$ cat config.mk
export PLATFORM = sky130hd
export DESIGN_NAME = compressed_image_chunk_index_decoder_core
export DESIGN_NICKNAME = d
export VERILOG_FILES = /design/src/rtl/cicid_pkg.sv /design/src/rtl/compressed_image_chunk_index_decoder_core.sv
export SDC_FILE = /design/constraint.sdc
export NUM_CORES = 1
export LEC_CHECK = 0
export ABC_AREA = 1
export BUFFER_PORTS_ARGS = -buffer_cell sky130_fd_sc_hd__buf_4
export CORE_MARGIN = 2
export CORE_UTILIZATION = 60
export DETAILED_ROUTE_END_ITERATION = 6
export GPL_TIMING_DRIVEN = 0
export PLACE_DENSITY_LB_ADDON = 0.3
export SLEW_MARGIN = 30
export SYNTH_ARGS = -nofsm -noshare
export SYNTH_HDL_FRONTEND = slang
export SYNTH_SLANG_ARGS = --single-unit
$ cat constraint.sdc
create_clock -name clock -period 4.2 [get_ports clock]
set_input_delay 0.42 -clock clock [delete_from_list [all_inputs] [get_ports clock]]
set_output_delay 0.42 -clock clock [all_outputs]
set_load 0.1 [all_outputs]
$ cat src/rtl/cicid_pkg.sv
package cicid_pkg;

   localparam int unsigned KeyCount = 4;
   localparam int unsigned CfgIndexWidth = 2;
   localparam int unsigned CfgDataWidth = 32;

   typedef logic [7:0] key_byte_type;
   typedef key_byte_type [KeyCount-1:0] key_table_type;

   // Key bytes, indexed by table position modulo four.
   localparam key_table_type KeyTable = '{
      8'hde, 8'ha5, 8'h8c, 8'hb6
   };

   typedef enum logic [CfgIndexWidth-1:0] {
      CFG_POINTER_BYTES     = 2'd0,
      CFG_DATA_START_OFFSET = 2'd1,
      CFG_ENTRY_COUNT       = 2'd2,
      CFG_UNUSED            = 2'd3
   } cfg_index_type;

   localparam logic [2:0] PointerBytesReset = 3'd4;

endpackage

$ cat src/rtl/compressed_image_chunk_index_decoder_core.sv
// A result appears on the rsp_ outputs in the cycle after its last byte is accepted.
// Throughput: one byte per cycle while rsp_ready is high. The entry state is updated in a
// single pass per byte; while a result waits with rsp_ready low, no byte is taken.
// Reset (synchronous, active high) clears the table state and the output valid and sets
// the registers to pointer_bytes 4, data_start_offset 0, entry_count 0.
module compressed_image_chunk_index_decoder_core (
   input  logic                                   clock,
   input  logic                                   reset,
   input  logic                                   req_valid,
   output logic                                   req_ready,
   input  logic [7:0]                             req_table_byte,
   input  logic                                   req_table_start,
   output logic                                   rsp_valid,
   input  logic                                   rsp_ready,
   output logic [1:0]                             rsp_chunk_kind,
   output logic [29:0]                            rsp_chunk_length,
   output logic [31:0]                            rsp_chunk_offset,
   output logic                                   rsp_final_entry,
   input  logic                                   csr_write_en,
   input  logic [cicid_pkg::CfgIndexWidth-1:0]    csr_index,
   input  logic [cicid_pkg::CfgDataWidth-1:0]     csr_wdata
);
   import cicid_pkg::*;

   logic [2:0]  pointer_bytes_ff;
   logic [31:0] data_start_offset_ff;
   logic [23:0] entry_count_ff;

   logic [1:0]  key_phase_ff, key_phase_in;
   logic [1:0]  byte_in_entry_ff, byte_in_entry_in;
   logic [23:0] partial_word_ff, partial_word_in;
   logic [31:0] next_offset_ff, next_offset_in;
   logic [23:0] entries_done_ff, entries_done_in;

   logic        rsp_valid_ff, rsp_valid_in;
   logic [1:0]  chunk_kind_ff, chunk_kind_in;
   logic [29:0] chunk_length_ff, chunk_length_in;
   logic [31:0] chunk_offset_ff, chunk_offset_in;
   logic        final_entry_ff, final_entry_in;

   logic        accept;
   logic [1:0]  cur_phase, cur_bie;
   logic [23:0] cur_partial, cur_done;
   logic [31:0] cur_next;
   logic [7:0]  clear_byte;
   logic [2:0]  plen;
   logic [31:0] word;
   logic [31:0] offset;

   assign req_ready = !rsp_valid_ff || rsp_ready;
   assign accept    = req_valid && req_ready;

   always_ff @(posedge clock) begin
      if (reset) begin
         pointer_bytes_ff     <= PointerBytesReset;
         data_start_offset_ff <= '0;
         entry_count_ff       <= '0;
      end else if (csr_write_en) begin
         unique case (cfg_index_type'(csr_index))
            CFG_POINTER_BYTES:     pointer_bytes_ff     <= csr_wdata[2:0];
            CFG_DATA_START_OFFSET: data_start_offset_ff <= csr_wdata[31:0];
            CFG_ENTRY_COUNT:       entry_count_ff       <= csr_wdata[23:0];
            default: ;
         endcase
      end
   end

   always_comb begin
      // A table start restarts the running state before its byte is used.
      cur_phase   = req_table_start ? 2'd0  : key_phase_ff;
      cur_bie     = req_table_start ? 2'd0  : byte_in_entry_ff;
      cur_partial = req_table_start ? 24'd0 : partial_word_ff;
      cur_next    = req_table_start ? 32'd0 : next_offset_ff;
      cur_done    = req_table_start ? 24'd0 : entries_done_ff;

      clear_byte = req_table_byte ^ KeyTable[cur_phase];

      if (pointer_bytes_ff == 3'd0) begin
         plen = 3'd1;
      end else if (pointer_bytes_ff > 3'd4) begin
         plen = 3'd4;
      end else begin
         plen = pointer_bytes_ff;
      end

      word = {8'd0, cur_partial} | ({24'd0, clear_byte} << {cur_bie, 3'b000});
      offset = (cur_done == 24'd0) ? data_start_offset_ff : cur_next;

      unique case (plen)
         3'd1: begin
            chunk_kind_in   = word[7:6];
            chunk_length_in = {24'd0, word[5:0]};
         end
         3'd2: begin
            chunk_kind_in   = word[15:14];
            chunk_length_in = {16'd0, word[13:0]};
         end
         3'd3: begin
            chunk_kind_in   = word[23:22];
            chunk_length_in = {8'd0, word[21:0]};
         end
         default: begin
            chunk_kind_in   = word[31:30];
            chunk_length_in = word[29:0];
         end
      endcase
      chunk_offset_in = offset;
      final_entry_in  = (cur_done + 24'd1) == entry_count_ff;

      key_phase_in     = key_phase_ff;
      byte_in_entry_in = byte_in_entry_ff;
      partial_word_in  = partial_word_ff;
      next_offset_in   = next_offset_ff;
      entries_done_in  = entries_done_ff;
      rsp_valid_in     = rsp_valid_ff && !rsp_ready;

      if (accept) begin
         key_phase_in     = cur_phase + 2'd1;
         byte_in_entry_in = cur_bie;
         partial_word_in  = cur_partial;
         next_offset_in   = cur_next;
         entries_done_in  = cur_done;
         if (cur_done < entry_count_ff) begin
            if ({1'b0, cur_bie} + 3'd1 < plen) begin
               partial_word_in  = word[23:0];
               byte_in_entry_in = cur_bie + 2'd1;
            end else begin
               next_offset_in   = offset + {2'd0, chunk_length_in};
               entries_done_in  = cur_done + 24'd1;
               byte_in_entry_in = 2'd0;
               partial_word_in  = 24'd0;
               rsp_valid_in     = 1'b1;
            end
         end
      end
   end

   always_ff @(posedge clock) begin
      if (reset) begin
         key_phase_ff     <= '0;
         byte_in_entry_ff <= '0;
         partial_word_ff  <= '0;
         next_offset_ff   <= '0;
         entries_done_ff  <= '0;
         rsp_valid_ff     <= 1'b0;
      end else begin
         key_phase_ff     <= key_phase_in;
         byte_in_entry_ff <= byte_in_entry_in;
         partial_word_ff  <= partial_word_in;
         next_offset_ff   <= next_offset_in;
         entries_done_ff  <= entries_done_in;
         rsp_valid_ff     <= rsp_valid_in;
      end
   end

   // The result register loads only when an entry completes.
   always_ff @(posedge clock) begin
      if (accept && rsp_valid_in) begin
         chunk_kind_ff   <= chunk_kind_in;
         chunk_length_ff <= chunk_length_in;
         chunk_offset_ff <= chunk_offset_in;
         final_entry_ff  <= final_entry_in;
      end
   end

   assign rsp_valid        = rsp_valid_ff;
   assign rsp_chunk_kind   = chunk_kind_ff;
   assign rsp_chunk_length = chunk_length_ff;
   assign rsp_chunk_offset = chunk_offset_ff;
   assign rsp_final_entry  = final_entry_ff;

`ifndef ASSERT_OFF
   a_reset_clears_valid: assert property (@(posedge clock)
      reset |=> !rsp_valid_ff)
      else $error("result valid set after reset");

   a_stall_blocks_input: assert property (@(posedge clock) disable iff (reset)
      (rsp_valid_ff && !rsp_ready) |-> !req_ready)
      else $error("byte accepted while a result is stalled");

   a_empty_entry_clear: assert property (@(posedge clock) disable iff (reset)
      (byte_in_entry_ff == 2'd0) |-> (partial_word_ff == 24'd0))
      else $error("partial entry bits left at entry boundary");

   a_result_from_byte: assert property (@(posedge clock) disable iff (reset)
      $rose(rsp_valid_ff) |-> $past(req_valid && req_ready))
      else $error("result appeared without an accepted byte");
`endif

endmodule

==> results of run 1 <==
[state kept, by name, summed over array words and instances, names as in the netlist]
| signal | count |
|---|---|
| byte_in_entry_ff | 2 |
| data_start_offset_ff | 32 |
| entries_done_ff | 24 |
| entry_count_ff | 24 |
| key_phase_ff | 2 |
| next_offset_ff | 32 |
| partial_word_ff | 24 |
| pointer_bytes_ff | 3 |
| rsp_chunk_kind | 2 |
| rsp_chunk_length | 30 |
| rsp_chunk_offset | 32 |
| rsp_final_entry | 1 |
| rsp_valid | 1 |
[kinds of logic after synthesis]
group	synth area share (%)
xor gates and xnor gates	4.416
adders and majority gates	6.194
DFF	39.50
AOI/OAI and AO/OA	14.01
buffers and inverters	7.186
and+or+nand+nor	28.69
[metal layers]
metal / track usage, % / share of wire [%]
met3: 5.621 / 8.6
met2: 62.68 / 46
met1: 47.94 / 39
met5: 0 / 0
met4: 20.58 / 6.2
[where the power goes]
group	leakage (nW)	internal, mW	switching [mW]	total (mW)
clock network	0.400	1.26	0.874	2.14
registers	1.76	2.16	0.0373	2.20
logic	4.02	0.242	0.644	0.886
total	6.17	3.66	1.56	5.22
[layout make-up]
| cell class | count | area [sq um] |
|---|---|---|
| well taps | 270 | 337.8 |
| flip-flops and latches | 209 | 4835 |
| clock inverters | 9 | 90.09 |
| clock buffers | 34 | 720.7 |
| repair buffers | 115 | 875.8 |
| plain buffers | 70 | 321.6 |
| multi-input cells | 1275 | 6574 |
| fillers | 1705 | 5787 |
| inverters | 149 | 563.0 |
[worst max-delay path: cells and delay by family, from the launching register on]
| family | cells | cell delay, ps |
|---|---|---|
| AND/OR/NAND/NOR | 7 | 1060 |
| AO/OA/AOI/OAI | 5 | 1000 |
| buffers and inverters | 4 | 730 |
| adder cells (fa/ha/maj) | 2 | 530 |
| flip-flops | 1 | 340 |
| XOR/XNOR | 1 | 240 |
[through the flow]
stage               cell area, sq um  hold WS (ps)  power, mW
CTS                            14280         116.8      5.193
finish                         14320         119.8      5.220
global route                   14320         121.6      5.373
global placement               13430         450.8      3.078
detailed placement             13460         455.1      3.094
floorplan                      12240         445.3      2.816
[synth_stat cells, types with 2 or more instances]
library cell	instances
o21a_1	3
and2_1	2
nand3b_1	2
edfxtp_1	65
o22ai_1	3
nand3_1	142
o21ai_1	4
nor2_2	9
o21bai_1	4
xor2_1	36
buf_1	9
a21o_1	3
inv_1	143
o211ai_1	2
nand2_2	5
ha_1	59
nor3_2	2
o2111ai_1	2
clkbuf_1	41
or2_2	4
buf_6	4
dfxtp_1	144
inv_2	5
a211oi_1	2
o21ai_0	110
nor2_1	182
a31oi_1	4
nand2_1	437
a21oi_1	182
xnor2_1	11
nand4_1	23
buf_2	16
xnor3_1	5
o31ai_1	4
nor2_4	2
nor3_1	20
[repair_timing]
action,in CTS,in global routing
resized for setup,3,12
setup endpoints to repair,5,17
pin swaps,0,1
hold buffers,0,0
[path summary, 6_finish.rpt]
kind                       start                        to
max           entries_done_ff[0]        next_offset_ff[24]
min                csr_wdata[28]  data_start_offset_ff[28]
max reg2reg   entries_done_ff[0]        next_offset_ff[24]
min reg2reg  partial_word_ff[11]       partial_word_ff[11]
==> reports/results.tsv, run 1 <==
stage	metric	value	unit
status	status	finished, final reports clean	
synthesis	syn_area	12240	sq um
cts	clk_latency	530	ps
synthesis	yosys_warnings	0	
finish	syn2layout_area_growth	16.97	%
cts	cts_buffer_depth	3	
floorplan	io_pins	115	
power_and_ir_drop	ir_worst_vdd	0.2968	mV
synthesis	synth_top_area_cell	dfxtp_1	
synthesis	ys_ff_latch	209	
cts	cts_tree	yes	
finish	utilization	71.22	%
cts	cts_buffers	24	
timing	hold_viol_final	0	
critical_path	arrival	4440	ps
timing	min_period	4034	ps
global_routing	grt_use_total	37.88	%
routing	wirelength	41.57	mm
synthesis	ys_seq_area_share	39.50	%
floorplan	dieHeight	146.8	um
place	globalplace.congestion	0.9960	
timing	setup_viol	0	
routing	vias	12390	
critical_path	end_kind	register	
cts	clkTransAtPathRegs	60	ps
critical_path	reg2regPathDepth	19	
finish	num_antenna_cells	0	
routing	first_pass_iters	5	
global_routing	first_global_vias	11550	
cts	ctsHtreeMaxLevel	1	
critical_path	cp_slowest_cell	clkbuf_1	
critical_path	crit_fanout	10	
finish	drive_gt1_share	11.82	%
finish	final_cell_mix	nand2_1, nor2_1, a21oi_1, dfxtp_1, inv_1	
floorplan	start_util	60.88	%
synthesis	synth-edff-count	65	
cts	clock-sinks	209	
global_routing	overflow	0	
synthesis	ys_top_cells_by_area	dfxtp_1, edfxtp_1, nand2_1	
routing	postRouteAntennaNets	0	
floorplan	die_area	21560	sq um
timing	finalMaxSlewViolations	0	
timing	worst_slack	165.8	ps
critical_path	path_cells	inv_1, nor2_4, inv_1, ha_1, nand3_1, nor2_2, nand3_2, buf_6, clkbuf_1, nand3_1, nand2_1, ha_1, a21oi_1, o21ai_0, a21oi_2, nand3_1, a21oi_1, xor2_1, a21oi_1	
floorplan	num_rows	52	
timing	min_period_over_period	96.05	%
place	portBuffers	114	
place	place_hpwl	32.01	mm
critical_path	r2r_setup_slack	170	ps
floorplan	die_w	146.8	um
finish	instances_no_fill	2131	
place	dp.cells	2089	
cts	post_cts_buffers	0	
routing	drtIter0Drc	1189	
synthesis	async_flop_share	0	%
routing	routed_via_density	5.812	
global_routing	grt_pass1_wl	63.25	mm
synthesis	synthesis.nets	1812	
synthesis	avgSynthCellArea	7.183	sq um
critical_path	cpPeakStageDelay	370	ps
finish	fin_nets	1952	
routing	wl_per_cell	19.51	um
synthesis	yosys.cell_types.count	49	
timing	fin_tns_setup	0	ps
routing	drc	0	
place	place_ws	-775.4	ps
cts	clock-root-buffer	clkbuf_16	
synthesis	synth.top_cell.area_share	23.55	%
power_and_ir_drop	power_density	364.6	nW/um^2
synthesis	synthFlopType	dfxtp_1	
timing	fmax	247.9	MHz
critical_path	crit_required	4610	ps
synthesis	postSynthCellCount	1704	
global_routing	antenna_found_initial	0	
timing	finClkSkew	12.24	ps
critical_path	startpoint_type	register	
job	drv_cap	0	
power_and_ir_drop	power.leakage	6.173	nW
worst_hold_path	whs_path_depth	3	
finish	layout_commonest_cell	nand2_1	
timing	rsz0062_at_grt	true	
timing	worst_pin_slew	815.4	ps
timing	slew_headroom	45.44	%
floorplan	fp.coreArea	20100	sq um
global_routing	grt_max_degree	43	
worst_hold_path	min_path_type	primary input to register	
critical_path	worstSetupPathType	register to register	
(Power assumes the default switching activity.)
==> run 2: changes to the inputs <==
Settings changed: CORE_UTILIZATION 60 to 33.
==> run 2 against run 1 <==
  * Critical path depth grew 6
  * Combinational power grew 1%
  * Die area grew 79%
  * Clock skew grew 4.9 ps
  * First-iteration DRC count shrank 13%
  * Critical path type unchanged
  * Critical endpoint is now next_offset_ff[26]
==> reports/results.tsv, run 2 (synthesis results as in run 1) <==
stage	metric	value	unit	change
status	status	finished, final reports clean		
global_routing	first_global_vias	11560		+0.035%
timing	fmax	253.3	MHz	+2.2%
cts	cts_buffer_depth	3		unchanged
global_routing	antenna_found_initial	0		unchanged
critical_path	cp-startpoint	entries_done_ff[0]		
timing	slew_headroom	48.53	%	+3.1 points
finish	final_cell_mix	nand2_1, a21oi_1, nor2_1, dfxtp_1, inv_1		
floorplan	num_rows	70		+35%
routing	postRouteAntennaNets	0		unchanged
routing	wirelength	44.65	mm	+7.4%
cts	cts_tree	yes		
critical_path	regToRegStartpoint	entries_done_ff[0]		
global_routing	overflow	0		unchanged
finish	multiInputGateArea	6571	sq um	about the same
critical_path	worstSetupPathType	register to register		
floorplan	io_pins	115		unchanged
global_routing	grt_use_total	22.72	%	-15 points
routing	routed_via_density	5.221		-10%
floorplan	fp.coreArea	36610	sq um	+82%
cts	cts_buffers	25		+4.2%
cts	ctsHtreeMaxLevel	1		unchanged
timing	finClkSkew	17.10	ps	+4.855 ps
timing	worst_slack	252.3	ps	+86.52 ps
global_routing	grt_pass1_wl	66.98	mm	+5.9%
global_routing	use_met1	29.31	%	-19 points
finish	drive_gt1_share	11.98	%	+0.15 points
cts	clock-sinks	209		unchanged
routing	vias	12170		-1.7%
critical_path	critPathBufInv	4		unchanged
critical_path	cp_common_cell	nand3_1		
routing	drtIter0Drc	1040		-13%
floorplan	start_util	33.43	%	-27 points
place	globalplace.congestion	0.9614		-3.5%
finish	fin_nets	1952		unchanged
place	place_hpwl	35.35	mm	+10%
worst_hold_path	min_from	csr_wdata[31]		
place	place_ws	-808.0	ps	-32.61 ps
timing	hold_viol_final	0		unchanged
routing	wl_per_cell	19.15	um	-1.8%
power_and_ir_drop	ir_worst_vdd	0.3057	mV	+3.0%
timing	fin_tns_setup	0	ps	unchanged
finish	syn2layout_area_growth	19.26	%	
critical_path	crit_required	4610	ps	about the same
place	dp.cells	2287		+9.5%
floorplan	dieHeight	196.6	um	+34%
job	drv_cap	0		unchanged
critical_path	startpoint_type	register		
power_and_ir_drop	power.leakage	6.187	nW	+0.23%
finish	regArea	4835	sq um	unchanged
critical_path	path_delay_family	simple AND/OR/NAND/NOR gates		
timing	setup_viol	0		unchanged
floorplan	die_area	38650	sq um	+79%
critical_path	cpPeakStageDelay	410	ps	+40 ps
timing	rsz0062_at_grt	false		
routing	drc	0		unchanged
worst_hold_path	min_path_type	primary input to register		
finish	n_fill_cell	3865		+130%
cts	clk_latency	540	ps	about the same
critical_path	arrival	4350	ps	-90 ps
critical_path	cp_slowest_cell	fa_1		
finish	instances_no_fill	2331		+9.4%
critical_path	crit_fanout	10		unchanged
global_routing	grt_busiest_layer	met2		
cts	clkTransAtPathRegs	70	ps	about the same
global_routing	grt_max_degree	41		-4.7%
global_routing	met2_usage	37.81	%	-25 points
global_routing	grt_util_met3	2.892	%	-2.7 points
timing	finalMaxSlewViolations	0		unchanged
power_and_ir_drop	power_density	367.3	nW/um^2	+0.76%
routing	first_pass_iters	5		unchanged
floorplan	die_w	196.6	um	+34%
finish	layout_commonest_cell	nand2_1		
place	portBuffers	114		unchanged
critical_path	end_kind	register		
timing	whs	127.8	ps	+8.030 ps
cts	cts_hold_buf	0		unchanged
cts	clock-root-buffer	clkbuf_16		
timing	min_period_over_period	93.99	%	-2.1 points
timing	worst_pin_slew	769.3	ps	-46.18 ps
timing	min_period	3948	ps	-86.52 ps
-- run 2: changes by cell type in the layout (fill, tap and decap cells not counted), sizes merged --
cell / delta
bufinv: +2
clkbuf: -7
clkinvlp: +2
diode: +1
clkinv: +4
inv: -1
buf: +1
-- run 2: power breakdown --
group / internal [mW] / switching (mW) / total (mW)
clock: 1.33 / 0.935 / 2.27
sequential: 2.16 / 0.0358 / 2.20
combinational: 0.243 / 0.657 / 0.899
total: 3.73 / 1.63 / 5.36
-- run 2: metal layers --
metal / part of all wire (%) / vias to the layer above
li1: - / 5954
met1: 43 / 5688
met2: 46 / 434
met3: 5.7 / 95
met4: 5.1 / 0
met5: 0 / -
-- run 2: final cells by class --
| cell class | instances | area share (%) |
|---|---|---|
| Multi-Input combinational cell | 1275 | 45.02 |
| Antenna cell | 1 | 0.01714 |
| Sequential cell | 209 | 33.12 |
| Timing Repair Buffer | 115 | 6.000 |
| Tap cell | 468 | 4.011 |
| Buffer | 69 | 2.160 |
| Clock buffer | 29 | 4.594 |
| Inverter | 149 | 3.857 |
| Clock inverter | 16 | 1.226 |
-- run 2: worst paths after layout --
kind	depth (start not counted)	to	slack, ps
worst max-delay path	25	next_offset_ff[26]	250
worst min register to register	2	next_offset_ff[5]	460
worst min-delay path	3	data_start_offset_ff[31]	130
worst max register to register	25	next_offset_ff[26]	250
-- run 2: timing repair --
| item | CTS | global route |
|---|---|---|
| gates resized for setup | 2 | 11 |
| endpoints found under the setup margin | 8 | 8 |
| buffers inserted | 0 | 0 |
-- run 2: through the flow --
step | power, mW | cell area [sq um] | util (%)
6_report | 5.362 | 14600 | 39.87
5_1_grt | 5.528 | 14600 | 39.87
4_1_cts | 5.378 | 14560 | 39.76
3_5_place_dp | 3.122 | 13710 | 37.45
3_3_place_gp | 3.116 | 13680 | 37.37
2_1_floorplan | 2.816 | 12240 | -
-- run 2: worst register-to-register path, delay by kind of cell (launching register included) --
family / cells / cell delay [ps]
compound gates: 1 / 80
fa+ha+maj: 3 / 800
buf+inv: 4 / 660
flops: 1 / 310
simple gates: 17 / 1970
